$ cat src/labelled_triangle_set_match_macros.svh
// Assertion helpers shared by the RTL; each expects aclk and aresetn in scope.
`ifndef LABELLED_TRIANGLE_SET_MATCH_MACROS_SVH
`define LABELLED_TRIANGLE_SET_MATCH_MACROS_SVH

// Same-cycle implication, disabled during reset.
`define LTSM_ASSERT_IMPL(label, ante, cons) \
    label: assert property (@(posedge aclk) disable iff (!aresetn) (ante) |-> (cons)) \
        else $error("same-cycle check failed");

// Next-cycle implication, disabled during reset.
`define LTSM_ASSERT_NEXT(label, ante, cons) \
    label: assert property (@(posedge aclk) disable iff (!aresetn) (ante) |=> (cons)) \
        else $error("next-cycle check failed");

`endif

$ cat src/ltsm_ram.sv
module ltsm_ram #(
    parameter int Width = 8,
    parameter int Depth = 16
) (
    input  logic                                        aclk,
    input  logic                                        wr_en,
    input  logic [((Depth > 1) ? $clog2(Depth) : 1)-1:0] wr_addr,
    input  logic [Width-1:0]                            wr_data,
    input  logic [((Depth > 1) ? $clog2(Depth) : 1)-1:0] rd_addr,
    output logic [Width-1:0]                            rd_data
);

    logic [Width-1:0] mem [Depth];

    always_ff @(posedge aclk) begin
        if (wr_en) begin
            mem[wr_addr] <= wr_data;
        end
        rd_data <= mem[rd_addr];
    end

endmodule

$ cat config.mk
export PLATFORM = sky130hd
export DESIGN_NAME = ltsm_ram
export DESIGN_NICKNAME = d
export VERILOG_FILES = /design/src/labelled_triangle_set_match_macros.svh /design/src/ltsm_ram.sv
export SDC_FILE = /design/constraint.sdc
export NUM_CORES = 1
export LEC_CHECK = 0
export BUFFER_PORTS_ARGS = -buffer_cell sky130_fd_sc_hd__buf_2
export CAP_MARGIN = 20
export CELL_PAD_IN_SITES_DETAIL_PLACEMENT = 0
export CELL_PAD_IN_SITES_GLOBAL_PLACEMENT = 1
export CORE_MARGIN = 3
export CORE_UTILIZATION = 57
export DETAILED_ROUTE_END_ITERATION = 8
export PLACE_DENSITY = 0.92
export SLEW_MARGIN = 10
export SYNTH_ARGS = -nofsm -noshare
export SYNTH_HDL_FRONTEND = slang
export SYNTH_SLANG_ARGS = --single-unit
export TNS_END_PERCENT = 5
$ cat constraint.sdc
create_clock -name aclk -period 3.4 [get_ports aclk]
set_input_delay 0 -clock aclk [delete_from_list [all_inputs] [get_ports aclk]]
set_output_delay 0 -clock aclk [all_outputs]
set_load 0.005 [all_outputs]
Yosys cells after proc, flatten, opt, wreduce, memory -nomap -nowiden

Memories as Yosys holds them, arrays and structs flattened. A register that Yosys moved wholly into a read port is not among the register bits.
Cells that the tools add are included.

Output and inout bits: 8
Memories kept: 1
Bits in writable memories: 128
Word-level logic and storage cells: 3
Bits in registers: 0

Muxes and demuxes: 2

Memory list:

| name | depth | width | read ports | clocked after memory_dff | wr ports | line           | text |
|---|---|---|---|---|---|---|---|
| mem  | 16    | 8     | 1          | 1                        | 1        | ltsm_ram.sv:13 | `logic [Width-1:0] mem [Depth];` |

Operator list:

| kind              | count |
|---|---|
| 1-bit two-way mux | 2 |

Longest topological paths before layout

Depth after elaboration: 2
Mapped depth: 5

Least setup slack after synthesis

Ideal clock, no wire load.

Path type: input-to-reg
Start point: input wr_addr[2] (netlist name)
End point: memory mem[0][0], enable pin
Path buffers: 0
Stages on the path: 2
Slack: 1.907 ns
Arrival time: 1.110 ns
Path through: or3b_2 nor3_1

RTL lines:

| what        | line           | text |
|---|---|---|
| from (decl) | ltsm_ram.sv:7  | `input logic [((Depth > 1) ? $clog2(Depth) : 1)-1:0] wr_addr,` |
| to (decl)   | ltsm_ram.sv:13 |  |

No word-level cell before the write port.

Worst setup path after layout

Start point: input wr_addr[0] (netlist name)
End point: memory mem[14][4], enable pin

No word-level cell before the write port.

==> flow_metrics.env <==
export IMPL_status="complete, no violations"
export IMPL_route_vias_total=2483
export IMPL_worst_setup_hold_path_clk_slew_ns=0.06
export IMPL_met2_wirelength_um=5330
export IMPL_timing_final_setup_violations=0
export IMPL_number_of_global_route_vias_before_repair=2553
export IMPL_drtAntennaViolNets=0
export IMPL_post_synth_top_area_cell="sky130_fd_sc_hd__edfxtp_1"
export IMPL_top_signal_layer_used="met4"
export IMPL_fmax_mhz=631
export IMPL_wire_per_inst_um=25.9
export IMPL_startpoint_type="input pin"
export IMPL_first_iter_violations=276
export IMPL_grtUsageTotal=0.222
export IMPL_slew_viol_final=0
export IMPL_cts_tree="done"
export IMPL_cts_root_to_sink_buffers=2
export IMPL_antennaDiodeCount=0
export IMPL_drive_gt1_frac=0.266
export IMPL_hold_fails_final_rpt=0
export IMPL_cellLeakagePower_nw=2.04
export IMPL_cts_post_setup_buffers_inserted=0
export IMPL_cts_inserted_buffers=17
export IMPL_yosysTopAreaCellShare=0.747
export IMPL_coreArea_um2=8760
export IMPL_antenna_found_initial=0
export IMPL_die_height_um=101
export IMPL_powerDensity_nw_per_um2=646
export IMPL_viasPerCell=6.25
export IMPL_critical_path_arrival_ns=1.72
export IMPL_htree_levels=4
export IMPL_floorplan_die_width_um=101
export IMPL_layout_commonest_cell="sky130_fd_sc_hd__edfxtp_1"
export IMPL_fp_dieArea_um2=10200
export IMPL_peak_ir_drop_on_the_vdd_network_mv=0.438
export IMPL_drt_total_wl_um=10300
export IMPL_holdCritPathClass="in -> reg"
export IMPL_postLayoutCoreUtil=0.690
export IMPL_grt_max_degree=33
export IMPL_mappedNetlistNets=247
export IMPL_fin_nets=294
export IMPL_critPathKind="in -> reg"
export IMPL_met1_routed_wirelength_after_detailed_routing_um=4050
export IMPL_synth_warnings=0
export IMPL_grt_pass1_wl_um=15600
export IMPL_drc_errors=0
export IMPL_placement_io_buffers=25
export IMPL_synth_seq_cells=136
export IMPL_clockRootBuffer="sky130_fd_sc_hd__clkbuf_8"
export IMPL_post_cts_resized_instances=0
export IMPL_initial_cell_density_of_the_core=0.587
export IMPL_detailedRoute_firstPassIterationCount=4
export IMPL_clock_latency_ns=0.52
export IMPL_setup_repair_after_global_routing_missed_its_margin="no"
export IMPL_end_kind="flop"
export IMPL_worst_hold_slack_ns=0.0604
export IMPL_synth_area_leaders="sky130_fd_sc_hd__edfxtp_1 (75%), sky130_fd_sc_hd__mux4_2 (7.9%), sky130_fd_sc_hd__mux4_1 (7.1%), sky130_fd_sc_hd__dfxtp_1 (3.1%), sky130_fd_sc_hd__a22oi_1 (2.3%)"
export IMPL_dp_hpwl_um=5720
export IMPL_timing_slew_headroom=0.286
export IMPL_cp_max_fo=8
export IMPL_area_growth_syn_to_layout_pct=17.5
export IMPL_final_setup_tns_ns=0
export IMPL_grt_overflow_total=0
export IMPL_clock_sink_count=136
export IMPL_timing_worst_slew_pin_value_ns=1.07
export IMPL_synth_distinct_cells=19
export IMPL_met3_wirelength_um=797
export IMPL_layout_cells_most_common_list="sky130_fd_sc_hd__edfxtp_1 (128), sky130_fd_sc_hd__buf_2 (25), sky130_fd_sc_hd__mux4_2 (18), sky130_fd_sc_hd__a22oi_1 (16), sky130_fd_sc_hd__clkbuf_16 (16)"
export IMPL_min_period_over_period=0.466
export IMPL_clock_skew_final_ns=0.00879
export IMPL_syn_inst=229
export IMPL_num_io_pins=26
export IMPL_critical_path_required_ns=3.53
export IMPL_seq_area_frac_synth=0.778
export IMPL_rows=34
export IMPL_place_congestion=0.719
export IMPL_max_cap_violations=0
export IMPL_final_period_minus_worst_setup_slack_ns=1.59
export IMPL_syn_area_um2=5150
export IMPL_post_synth_cell_area_avg_um2=22.5
==> per-layer routing <==
metal	vias up	GRT usage
li1	1068	-
met1	1286	0.301
met2	117	0.347
met3	12	0.0588
met4	0	0.0890
met5	-	0
==> power breakdown <==
group | internal [mW] | switching, mW | total, mW | leakage, nW
Sequential | 1.88 | 0.0142 | 1.89 | 1.22
Combinational | 0.0741 | 0.0949 | 0.169 | 0.532
Clock | 1.19 | 0.662 | 1.85 | 0.289
Total | 3.14 | 0.771 | 3.91 | 2.04
==> sequential cells by signal, indices dropped and copies added (netlist names) <==
register	flops
mem	128
rd_data	8
==> cell type report <==
| class | count | area, um^2 |
|---|---|---|
| clock buffer | 19 | 422 |
| clock inverter | 13 | 180 |
| fill | 523 | 2710 |
| multi-input combinational | 83 | 1060 |
| sequential | 136 | 4000 |
| tap | 108 | 135 |
| timing repair buffer | 38 | 248 |
==> logic make-up after synthesis <==
kind of cell           share of synthesized area
AOI/OAI and AO/OA                         0.0233
buffers and inverters                     0.0168
muxes                                      0.150
and+or+nand+nor                           0.0318
DFF                                        0.778
==> cells in the mapped netlist (all sizes together) <==
library cell and instances:
and2 1, buf 7, a22oi 16, nand3b 2
nand3 1, and2b 1, nor2b 1, clkdlybuf4s25 3
nor2 13, mux4 32, or3b 1, nand2b 2
dfxtp 8, edfxtp 128, nor3 4, nand2 9
==> critical path, stage by stage <==
cell                            delay (ns)
sky130_fd_sc_hd__dlygate4sd3_1        0.53
sky130_fd_sc_hd__buf_2                0.16
sky130_fd_sc_hd__nand2b_1             0.20
sky130_fd_sc_hd__nor2_1               0.82
==> worst paths after layout <==
check                  start    endpoint  slack [ns]  cells past startpoint
setup reg to reg   mem[0][0]  rd_data[0]        2.00                      3
hold reg to reg   mem[14][2]  rd_data[2]        0.67                      3
setup / recovery  wr_addr[0]  mem[14][4]        1.81                      4
hold / removal    wr_addr[1]   mem[8][3]        0.06                      3
==> metrics by stage <==
stage,cells,total power [mW],instance area (um^2),setup slack [ns]
after floorplan,229,2.01,5150,1.91
final,397,3.91,6050,1.81
after global routing,397,4.00,6050,1.75
after CTS,397,3.92,6050,1.84
after detailed placement,355,2.08,5350,1.44
after global placement,355,2.08,5340,1.32
==> what timing repair did <==
| action | CTS | global route |
|---|---|---|
| hold buffers | 10 | 0 |
| endpoints found under the hold margin | 136 | 0 |
| setup endpoints to repair | 0 | 0 |
No activity file was read; power rests on OpenSTA's default activity.
