==> src/labelled_triangle_set_match_macros.svh <==
// Assertion helpers shared by the RTL; each expects aclk and aresetn in scope.
`ifndef LABELLED_TRIANGLE_SET_MATCH_MACROS_SVH
`define LABELLED_TRIANGLE_SET_MATCH_MACROS_SVH

// Same-cycle implication, disabled during reset.
`define LTSM_ASSERT_IMPL(label, ante, cons) \
    label: assert property (@(posedge aclk) disable iff (!aresetn) (ante) |-> (cons)) \
        else $error("same-cycle check failed");

// Next-cycle implication, disabled during reset.
`define LTSM_ASSERT_NEXT(label, ante, cons) \
    label: assert property (@(posedge aclk) disable iff (!aresetn) (ante) |=> (cons)) \
        else $error("next-cycle check failed");

`endif

==> src/ltsm_pkg.sv <==
package ltsm_pkg;

    localparam int MaxQueries    = 64;
    localparam int LengthBits    = 16;
    localparam int ToleranceBits = 16;
    localparam int AddrBits      = (MaxQueries > 1) ? $clog2(MaxQueries) : 1;
    localparam int CountBits     = $clog2(MaxQueries + 1);
    localparam int CmpBits       = (LengthBits > ToleranceBits) ? LengthBits : ToleranceBits;

    typedef logic [LengthBits-1:0]    length_t;
    typedef logic [ToleranceBits-1:0] tol_t;
    typedef logic [CmpBits-1:0]       cmp_t;
    typedef logic [AddrBits-1:0]      addr_t;
    typedef logic [CountBits-1:0]     count_t;
    typedef logic [1:0]               vidx_t;

    // Item kinds
    localparam logic [1:0] KindClear  = 2'd0;
    localparam logic [1:0] KindAppend = 2'd1;
    localparam logic [1:0] KindTest   = 2'd2;

    localparam tol_t ToleranceReset = tol_t'(128);

    typedef struct packed {
        logic [1:0]  kind;
        logic [31:0] mol_ref;
        logic [7:0]  type_a;
        logic [7:0]  type_b;
        logic [7:0]  type_c;
        logic [15:0] dist_ab;
        logic [15:0] dist_ac;
        logic [15:0] dist_bc;
    } in_item_t;

    typedef struct packed {
        logic [31:0] result_molecule;
        logic        matched;
        logic        query_overflow;
    } out_item_t;

    // One stored query triangle, also used for the held candidate
    typedef struct packed {
        logic [7:0] type_a;
        logic [7:0] type_b;
        logic [7:0] type_c;
        length_t    len_ab;
        length_t    len_ac;
        length_t    len_bc;
    } query_t;

    localparam vidx_t PermTable [0:5][0:2] = '{
        '{2'd0, 2'd1, 2'd2}, '{2'd0, 2'd2, 2'd1}, '{2'd1, 2'd0, 2'd2},
        '{2'd1, 2'd2, 2'd0}, '{2'd2, 2'd0, 2'd1}, '{2'd2, 2'd1, 2'd0}
    };

    // Edge slot joining two vertices: 0-1 -> 0, 0-2 -> 1, 1-2 -> 2
    function automatic vidx_t edge_slot(input vidx_t u, input vidx_t v);
        vidx_t lo;
        vidx_t hi;
        lo = (u < v) ? u : v;
        hi = (u < v) ? v : u;
        if (lo == 2'd0 && hi == 2'd1) begin
            return 2'd0;
        end else if (lo == 2'd0 && hi == 2'd2) begin
            return 2'd1;
        end
        return 2'd2;
    endfunction

endpackage

==> src/ltsm_match.sv <==
module ltsm_match (
    input  ltsm_pkg::query_t query,
    input  ltsm_pkg::query_t cand,
    input  ltsm_pkg::tol_t   tolerance,
    output logic             match
);
    import ltsm_pkg::*;

    logic [7:0] qt [3];
    logic [7:0] ct [3];
    length_t    ql [3];
    length_t    cl [3];
    logic       teq   [3][3];
    logic       close [3][3];
    logic [5:0] perm_ok;

    assign qt = '{query.type_a, query.type_b, query.type_c};
    assign ct = '{cand.type_a, cand.type_b, cand.type_c};
    assign ql = '{query.len_ab, query.len_ac, query.len_bc};
    assign cl = '{cand.len_ab, cand.len_ac, cand.len_bc};

    // Type compares for every vertex pair and distance checks for every edge pair cover all permutations
    always_comb begin
        length_t diff;
        for (int i = 0; i < 3; i++) begin
            for (int j = 0; j < 3; j++) begin
                teq[i][j]   = (qt[i] == ct[j]);
                diff        = (ql[i] >= cl[j]) ? (ql[i] - cl[j]) : (cl[j] - ql[i]);
                close[i][j] = (cmp_t'(diff) <= cmp_t'(tolerance));
            end
        end
    end

    always_comb begin
        for (int k = 0; k < 6; k++) begin
            perm_ok[k] = teq[0][PermTable[k][0]] && teq[1][PermTable[k][1]]
                && teq[2][PermTable[k][2]]
                && close[0][edge_slot(PermTable[k][0], PermTable[k][1])]
                && close[1][edge_slot(PermTable[k][0], PermTable[k][2])]
                && close[2][edge_slot(PermTable[k][1], PermTable[k][2])];
        end
    end

    assign match = |perm_ok;

endmodule

==> config.mk <==
export PLATFORM = sky130hd
export DESIGN_NAME = ltsm_match
export DESIGN_NICKNAME = d
export VERILOG_FILES = /design/src/labelled_triangle_set_match_macros.svh /design/src/ltsm_pkg.sv /design/src/ltsm_match.sv
export SDC_FILE = /design/constraint.sdc
export NUM_CORES = 1
export LEC_CHECK = 0
export BUFFER_PORTS_ARGS = -buffer_cell sky130_fd_sc_hd__buf_4
export CORE_MARGIN = 8
export CORE_UTILIZATION = 48
export DETAILED_ROUTE_END_ITERATION = 10
export PLACE_DENSITY = 0.67
export SETUP_SLACK_MARGIN = 0.3
export SKIP_LAST_GASP = 1
export SLEW_MARGIN = 0
export SYNTH_ARGS = -nofsm -noshare
export SYNTH_HDL_FRONTEND = slang
export SYNTH_SLANG_ARGS = --single-unit
==> constraint.sdc <==
create_clock -name vclk -period 9.2
set_input_delay 1.84 -clock vclk [all_inputs]
set_output_delay 1.84 -clock vclk [all_outputs]
set_load 0.01 [all_outputs]
[Word level (Yosys, flattened, before mapping)]
Cells that the tools add are included.
Operators by class
  add/subtract/negate cells: 18
  multipliers: 0
  div/mod/pow operators: 0
  $lt $le $gt $ge: 18
  eq/ne operators: 9
  shifts and indexed selects: 0
  multiplexer cells: 9
  bitwise logic cells: 0
  reductions and logical operators: 31
Operator list (count)
  16-bit subtractor: 18
  16-bit >= comparator: 9
  16-bit <= comparator: 9
  16-bit 2-to-1 mux: 9
  8-bit == test: 9
  1-bit logical AND: 30
  6-bit OR reduction: 1
Storage, ports and cells
  register bits after elaboration: 0
  latch bits: 0
  memory bits (writable): 0
  memory bits (read-only): 0
  bits of input ports: 160
  output and inout port bits: 1
  logic and storage cells: 85
  memories: 0

[Depth between registers and ports, before layout]
Gate-level depths: netlist of the first run.
  depth in word-level cells: 7
  gate-level depth with buffers: 23

[Worst setup path before layout of the first run]
Ideal clock, no wire load.
  kind: input to output
  start: in query[32] (netlist bit)
  end: out match
  arrival time: 6018 ps
  data required time: 7360 ps
  setup slack: 1342 ps
  stages: 22
  cells stage by stage: inv_1 -> ha_1 -> inv_1 -> fa_1 -> a21oi_4 -> o21ai_2 -> a2111oi_4 -> nor2_2 -> o31ai_4 -> buf_6 -> mux2_2 -> a41oi_2 -> xnor2_1 -> ha_1 -> a21o_1 -> a221o_1 -> a221oi_1 -> nor2_1 -> a211oi_1 -> a22o_1 -> nand3_1 -> o221ai_1
Between the ends
  cells in the longest elaborated chain, start to end: 7
  elaborated cells on any way between the ends: 34
RTL lines
  from (decl): RTL line ltsm_match.sv:2  | input ltsm_pkg::query_t query,
  16-bit subtractor or 16-bit >= comparator (tied branches): RTL line ltsm_match.sv:28  | diff = (ql[i] >= cl[j]) ? (ql[i] - cl[j]) : (cl[j] - ql[i]);
  16-bit 2-to-1 mux: RTL line ltsm_match.sv:28
  16-bit <= comparator: RTL line ltsm_match.sv:29  | close[i][j] = (cmp_t'(diff) <= cmp_t'(tolerance));
  1-bit logical AND: RTL line ltsm_match.sv:38  | && close[0][edge_slot(PermTable[k][0], PermTable[k][1])]
  1-bit logical AND: RTL line ltsm_match.sv:39  | && close[1][edge_slot(PermTable[k][0], PermTable[k][2])]
  1-bit logical AND: RTL line ltsm_match.sv:40  | && close[2][edge_slot(PermTable[k][1], PermTable[k][2])];
  6-bit OR reduction *: RTL line ltsm_match.sv:44  | assign match = |perm_ok;
  to (decl): RTL line ltsm_match.sv:5  | output logic match
Mark *: on every way between the ends. The rest lies on a longest branch, timed or not.

[Worst setup path in the final report of the first run]
  start: in query[0] (netlist bit)
  end: out match
Between the ends
  cells in the longest elaborated chain, start to end: 5
  elaborated cells on any way between the ends: 22
RTL lines (RTL line)
  16-bit subtractor or 16-bit >= comparator (tied branches): ltsm_match.sv:28
  16-bit 2-to-1 mux: ltsm_match.sv:28
  16-bit <= comparator: ltsm_match.sv:29
  1-bit logical AND: ltsm_match.sv:40
  6-bit OR reduction *: ltsm_match.sv:44
Marks and branches as above.

==> metrics, run 1 <==
FMAX=between 100 and 150 MHz; Final WS setup=0.374 ns; Cell Area, Synth=17100 um2; Final Hold Viols=0; Cell Count, Final, Fillers Out=2889; period utilization=0.959; total power=1.77 mW; Max Cap Violations=0; Min Hold Slack=4.41 ns; WHS Path Cells=6; Slew headroom=0.385; Power Dens Cells=just over 90 nW/um2; Synth top cells by count=423 x ha_1, 248 x a21oi_1, 173 x inv_1; hold path startpoint=query[65]; die area=about 42000 um2; core area=35300 um2; crit end category=primary output; port buffer count=161; # IOs=161; diodes inserted=0; drt initial violations=~2200; outcome=finished clean; vias in the first global route=between 15000 and 20000; Layout Cell Area excl Fill=19000 um2; CP Launch Type=input port; CP max FO=6; grt ovf=0; placed instance count=2877; synth top area cells=ha_1 31%, a21oi_1 7.3%, xor2_1 6.7%; Mapped Avg Cell Area=7.40 um2; HPWL after detailed placement=66.0 mm; Static Leak=about 9.5 nW; die width=~200 um; syn_nets=2911; Syn Inst Count=between 2000 and 2500; P&R area growth vs syn=11.2%; Final TNS setup=0 ns; WP data arrival=between 6 and 7 ns; first-pass GRT wire length=~110 mm; Cell variety after synth=84; largest net degree at the start of global routing=20; # clk buffers=0; sequential standard cell area=0 um2; initial antenna violation count=1; via density per instance=approximately 6.5; Tightest Pin Transition=between 0.9 and 1 ns; Final setup viols=0; Nets=approximately 3000; register area share after synthesis=0; Min-Delay Endpoint=match; Yosys warning count=0; routed length per instance=approximately 27 um; vias post-DR=approximately 19000; Core Util, Final=0.539; layout cells sized above 1=0.123; die height=205 um; most frequent cell after synthesis=ha_1; DRC Markers=0; DP Area=about 19000 um2; required time of the critical path=7.36 ns; Initial Utilization=0.484; routability cong.=approximately 0.99; peak supply drop=0.0000578 V; final WL=between 70 and 80 mm; Tot GR Track Use=0.350; first drt pass iteration count=6; Slew Limit Fails=0; Synth area leader=ha_1; top-area cell type share of the netlist area=0.309; RSZ-0062 raised after global routing=no; Layout fillers=roughly 3500; CP Class=input port to primary output; setup slack at placement=-0.0228 ns; fin crit period=8.83 ns; Post-DRT Antenna Nets=0; num sequential=0; Hold Path Class=input port to primary output; # rows=about 70
[critical path, stage by stage]
cell and delay [ns]:
buf_4 0.13, inv_1 0.16, ha_1 0.22, inv_1 0.09, fa_1 0.40, a21o_1 0.18
a21oi_1 0.23, o21a_1 0.44, a21o_1 0.50, mux2_2 0.40, ha_1 0.28, nor2b_1 0.13
o21ai_0 0.16, nand2b_1 0.08, a21oi_1 0.19, o21ai_0 0.29, a31oi_1 0.47, o21ai_0 0.17
buf_4 0.19, o221ai_1 0.23, buf_4 0.19
[where the power goes]
group          internal, mW  switching [mW]  total (mW)
clock network             0               0           0
logic                 0.719            1.05        1.77
registers                 0               0           0
total                 0.719            1.05        1.77
[area by class of cell]
type | count | area (um2) | area share
multi-input combinational | 2037 | 16100 | 0.848
tap | 461 | 577 | 0.0303
inverter | 173 | 657 | 0.0345
timing repair buffer | 218 | 1650 | 0.0867
[cells in the final DEF (no fill, tap or decap), types with 10 or more instances in the layout]
cell type / netlist / final
a21o_1: 128 / 128
xor2_1: 131 / 131
nor2_1: 126 / 126
o31ai_1: 15 / 14
nand2_1: 136 / 136
and2_1: 14 / 14
xnor2_1: 65 / 65
o21a_1: 22 / 21
nand4_1: 52 / 52
nor4_1: 23 / 23
ha_1: 423 / 420
a221o_1: 12 / 12
inv_1: 173 / 171
a21oi_1: 248 / 246
o21bai_1: 22 / 22
a211o_1: 11 / 11
a31oi_1: 25 / 24
a211oi_1: 28 / 24
mux2_2: 18 / 18
buf_4: 3 / 217
nand2b_1: 15 / 15
nor3_1: 40 / 39
mux2i_1: 51 / 51
fa_1: 18 / 18
o21ai_1: 11 / 10
nand3_1: 50 / 50
and4_1: 11 / 11
o211ai_1: 33 / 33
o21ai_0: 124 / 122
nor2b_1: 39 / 39
[repair_timing]
action | in CTS | in global routing
setup buffers | 0 | 12
hold buffers | 0 | 0
gates resized for setup | 5 | 30
pin swaps | 0 | 5
endpoints found under the setup margin | 1 | 1
[worst max-delay path by stage]
stage               startpoint    end  slack (ns)  depth (start not counted)
finish                query[0]  match        0.37                         21
global route         query[27]  match        0.27                         22
CTS                  query[32]  match        0.31                         24
detailed placement   query[25]  match       -0.02                         21
global placement     query[25]  match        0.06                         22
floorplan            query[32]  match        1.34                         22
[layer usage]
metal,vias up,wire [um],track usage,part of all wire
met5,-,15,0,0.00019
met4,2,3990,0.144,0.052
met3,193,7350,0.0561,0.095
met2,1074,32400,0.538,0.42
met1,8830,33500,0.478,0.43
li1,8715,-,-,-
[kinds of logic (layout without fill, tap and decap cells)]
logic type / count (synthesis) / after routing / share of synthesized area
multiplexers: 72 / 72 / 0.0438
buffers and inverters: 273 / 391 / 0.0664
AND/OR/NAND/NOR: 539 / 539 / 0.155
AO/OA/AOI/OAI: 789 / 789 / 0.304
XOR/XNOR: 196 / 196 / 0.100
adder cells (fa/ha/maj): 441 / 441 / 0.331
(Power assumes the default switching activity.)
==> run 2, diff against run 1 <==
- RECOVER_POWER: not set -> 50
==> metrics, run 2 (synthesis results as in run 1) <==
Power Dens Cells=93.1 nW/um2 (about the same); core area=35300 um2 (unchanged); DP Area=18800 um2 (unchanged); first-pass GRT wire length=113 mm (unchanged); Static Leak=9.47 nW (about the same); initial antenna violation count=1 (unchanged); # clk buffers=0 (unchanged); Slew headroom=0.385 (unchanged); diodes inserted=0 (unchanged); # IOs=161 (unchanged); peak supply drop=0.0000578 V (about the same); Max Cap Violations=0 (unchanged); Slew Limit Fails=0 (unchanged); P_sw=1.05 mW (about the same); part of the power in combinational logic=1.000 (about the same); final WL=77.3 mm (unchanged); DRC Markers=0 (unchanged); Final setup viols=0 (unchanged); Reg power frac=0 (unchanged); most frequent cells in the layout=420 x ha_1, 246 x a21oi_1, 217 x buf_4; RSZ-0062 raised after global routing=no; Post-DRT Antenna Nets=0 (unchanged); Initial Utilization=0.484 (unchanged); via density per instance=6.50 (-0.19%); clock share of power=0 (unchanged); commonest non-fill, non-tap cell in the layout=ha_1; cts hold-fix bufs=0 (unchanged); period utilization=0.967 (+0.00763); sequential standard cell area=0 um2 (unchanged); WP data arrival=7.06 ns (+0.07 ns); CP endpoint=match; vias post-DR=18800 (-0.19%); CP startpoint=query[16]; layout cells sized above 1=0.123 (-0.000412); num sequential=0 (unchanged); CP Launch Type=input port; outcome=finished clean; required time of the critical path=7.36 ns (about the same); Nets=3031 (unchanged); crit end category=primary output; Core Util, Final=0.538 (about the same); CP max FO=11 (+5); routability cong.=0.991 (unchanged); Final Hold Viols=0 (unchanged); die width=205 um (unchanged); drt initial violations=2217 (+0.18%); Tightest Pin Transition=0.913 ns (unchanged); total power=1.77 mW (about the same); die height=205 um (unchanged); Hold Path Class=input port to primary output; Final TNS setup=0 ns (unchanged); grt ovf=0 (unchanged); Internal=719 uW (about the same); Tot GR Track Use=0.350 (unchanged); routed length per instance=26.8 um (unchanged); fin crit period=8.90 ns (+0.0702 ns); CP Class=input port to primary output; largest net degree at the start of global routing=20 (unchanged); FMAX=112 MHz (-0.79%); Layout Cell Area excl Fill=19000 um2 (about the same); port buffer count=161 (unchanged); first drt pass iteration count=6 (unchanged); P&R area growth vs syn=11.2% (about the same); HPWL after detailed placement=66.0 mm (unchanged); # rows=69 (unchanged); switching share of power=0.594 (about the same); die area=41900 um2 (unchanged); Min Hold Slack=4.41 ns (unchanged); vias in the first global route=17700 (unchanged)
-- run 2: cell types whose count changed in the layout (fill, tap and decap cells not counted) --
cell	delta
a211oi_1	+1
a211oi_2	-1
-- run 2: worst min path at each step --
stage | from | to | slack [ns] | depth (start not counted)
3_3_place_gp | query[65] | match | 4.37 | 6
2_1_floorplan | query[66] | match | 4.05 | 4
3_5_place_dp | query[65] | match | 4.38 | 6
4_1_cts | query[65] | match | 4.38 | 6
6_report | query[65] | match | 4.41 | 6
5_1_grt | query[65] | match | 4.44 | 6
-- run 2: layer usage --
layer | global-route usage | share of wire
met1 | 0.478 | 0.44
met2 | 0.538 | 0.42
met3 | 0.0561 | 0.093
met4 | 0.144 | 0.050
met5 | 0 | 0.00019
-- run 2: power groups by stage --
| stage | clock network [mW] | logic, mW | registers (mW) |
|---|---|---|---|
| CTS | 0 | 1.68 | 0 |
| global route | 0 | 1.92 | 0 |
| finish | 0 | 1.77 | 0 |
| detailed placement | 0 | 1.67 | 0 |
| global placement | 0 | 1.64 | 0 |
| floorplan | 0 | 1.14 | 0 |
-- run 2: area by class of cell --
class / instances / area, um2
well taps: 461 / 577
multi-input cells: 2037 / 16100
fillers: 3518 / 16300
inverters: 173 / 657
repair buffers: 218 / 1650
-- run 2: through the flow --
stage	worst slack, ns	instances
2_1_floorplan	1.34	2310
3_3_place_gp	0.0591	2877
3_5_place_dp	-0.0228	2877
4_1_cts	0.309	2877
5_1_grt	0.139	2889
6_report	0.304	2889
-- run 2: what timing repair did --
item	in CTS	in global routing
buffers inserted	0	12
endpoints found under the setup margin	1	1
endpoints found under the hold margin	0	0
pin swaps	0	5
gates resized for setup	5	30
cloned	0	0
-- run 2: worst max-delay path: stages --
cell and delay, ns:
buf_4 0.13, inv_1 0.18, ha_1 0.23, inv_1 0.06, fa_1 0.41, a211oi_1 0.34
o21ai_0 0.20, a41oi_1 0.23, a21bo_4 0.32, buf_4 0.17, mux2i_1 0.13, a31oi_2 0.25
o211ai_1 0.13, xor2_1 0.17, ha_1 0.28, and4_1 0.26, nand4_1 0.29, nor3_2 0.25
nor2_1 0.06, a211oi_1 0.24, buf_4 0.19, a22o_1 0.17, nand3_1 0.09, o221ai_1 0.24
buf_4 0.19
==> run 3, diff against run 2 <==
- CORE_UTILIZATION: 48 -> 40
- PLACE_DENSITY: 0.67 -> not set
==> metrics, run 3 (synthesis results as in run 1) <==
WHS Path Cells=6 (unchanged); port buffer count=161 (unchanged); Post-DRT Antenna Nets=0 (unchanged); CP max FO=14 (+3); crit path buf inv count=3 (-3); P&R area growth vs syn=11.7%; slowest CP cell=a21oi_2; Final TNS setup=0 ns (unchanged); Min Hold Slack=4.40 ns (-0.00925 ns); commonest non-fill, non-tap cell in the layout=ha_1; required time of the critical path=7.36 ns (about the same); initial antenna violation count=0 (-1); Initial Utilization=0.407 (-0.0775); part of the power in combinational logic=1.000 (about the same); grt ovf=0 (unchanged); CP Launch Type=input port; die width=223 um (+8.8%); WP data arrival=6.88 ns (-0.18 ns); Reg power frac=0 (unchanged); Static Leak=9.42 nW (-0.52%); cts hold-fix bufs=0 (unchanged); routed length per instance=27.2 um (+1.6%); layout cells sized above 1=0.125 (+0.00273); Final WS setup=0.482 ns (+0.178 ns); Cell Count, Final, Fillers Out=2962 (+2.5%); CP startpoint=query[1]; sequential standard cell area=0 um2 (unchanged); crit-path cells=buf_4, inv_1, ha_1, nand4_1, nor2_1, nor4_2, a21oi_2, nor2_1, a311oi_2, o22ai_1, xnor2_1, ha_1, nand4_1, nor2_1, nand2b_1, o21ai_0, o221ai_2, buf_4; crit end category=primary output; hold path startpoint=query[68]; first drt pass iteration count=6 (unchanged); num sequential=0 (unchanged); core area=42000 um2 (+19%); Worst path top cell family by delay=compound AO/OA/AOI/OAI gates; slowest cell delay on critical path=0.80 ns (+0.39 ns); RSZ-0062 raised after global routing=no; outcome=finished clean; most frequent cells in the layout=414 x ha_1, 244 x a21oi_1, 212 x buf_4; vias post-DR=18700 (-0.55%); first-pass GRT wire length=117 mm (+4.0%); largest net degree at the start of global routing=23 (+15%); switching share of power=0.596 (+0.00273); CP Class=input port to primary output; final WL=80.5 mm (+4.2%); most numerous cell on the critical path=nor2_1; via density per instance=6.30 (-3.0%); die height=223 um (+8.8%); # IOs=161 (unchanged); # clk buffers=0 (unchanged); FMAX=115 MHz (+2.0%); Min-Delay Endpoint=match; drt initial violations=1929 (-13%); clock share of power=0 (unchanged); period utilization=0.948 (-0.0193); Tightest Pin Transition=1.04 ns (+0.123 ns); P_sw=1.05 mW (+0.27%); routability cong.=1.03 (+4.4%); Hold Path Class=input port to primary output; Nets=3026 (-0.16%); HPWL after detailed placement=68.8 mm (+4.2%); Slew Limit Fails=0 (unchanged); Final Hold Viols=0 (unchanged); vias in the first global route=17800 (+0.55%); Slew headroom=0.309 (-0.0754); placed instance count=2953 (+2.6%); Final setup viols=0 (unchanged); DRC Markers=0 (unchanged); # rows=75 (+8.7%); Tot GR Track Use=0.307 (-0.0434); Internal=713 uW (-0.86%); Max Cap Violations=0 (unchanged); die area=49600 um2 (+18%); diodes inserted=0 (unchanged); Power Dens Cells=92.4 nW/um2 (-0.71%); fin crit period=8.72 ns (-0.178 ns); peak supply drop=0.0000343 V (-41%); setup slack at placement=0.0410 ns (+0.0637 ns)
run 3: timing repair:
action	4_1_cts	5_1_grt
resized for setup	10	38
setup endpoints to repair	1	1
setup buffers	4	5
pin swaps	1	7
run 3: through the flow:
stage / utilization / power [mW] / cell area, um2
floorplan: - / 1.14 / 17100
global placement: 0.448 / 1.66 / 18800
detailed placement: 0.448 / 1.67 / 18800
CTS: 0.450 / 1.70 / 18900
global route: 0.455 / 1.92 / 19100
finish: 0.455 / 1.77 / 19100
run 3: final cells by class:
class              instances  area [um2]
fillers                 4360       22900
well taps                539         674
repair buffers           213        1610
inverters                173         661
multi-input cells       2037       16200
run 3: worst min-delay path, delay by kind of cell:
family / cells / cell delay (ns)
simple gates: 1 / 0.09
compound gates: 2 / 0.22
xor+xnor: 1 / 0.13
buf+inv: 2 / 0.27
run 3: routing by layer:
| metal | vias up | part of all wire | track usage |
|---|---|---|---|
| met5 | - | 0 | 0 |
| met4 | 0 | 0.045 | 0.115 |
| met2 | 959 | 0.42 | 0.474 |
| met1 | 8838 | 0.45 | 0.425 |
| met3 | 175 | 0.079 | 0.0423 |
| li1 | 8703 | - | - |
run 3: worst max-delay path by stage:
stage	depth (start not counted)	end
floorplan	22	match
detailed placement	24	match
CTS	24	match
global route	26	match
finish	18	match
global placement	22	match
run 3: power by group through the flow:
stage	registers, mW	logic [mW]	clock network, mW
floorplan	0	1.14	0
global placement	0	1.66	0
detailed placement	0	1.67	0
CTS	0	1.70	0
global route	0	1.92	0
finish	0	1.77	0
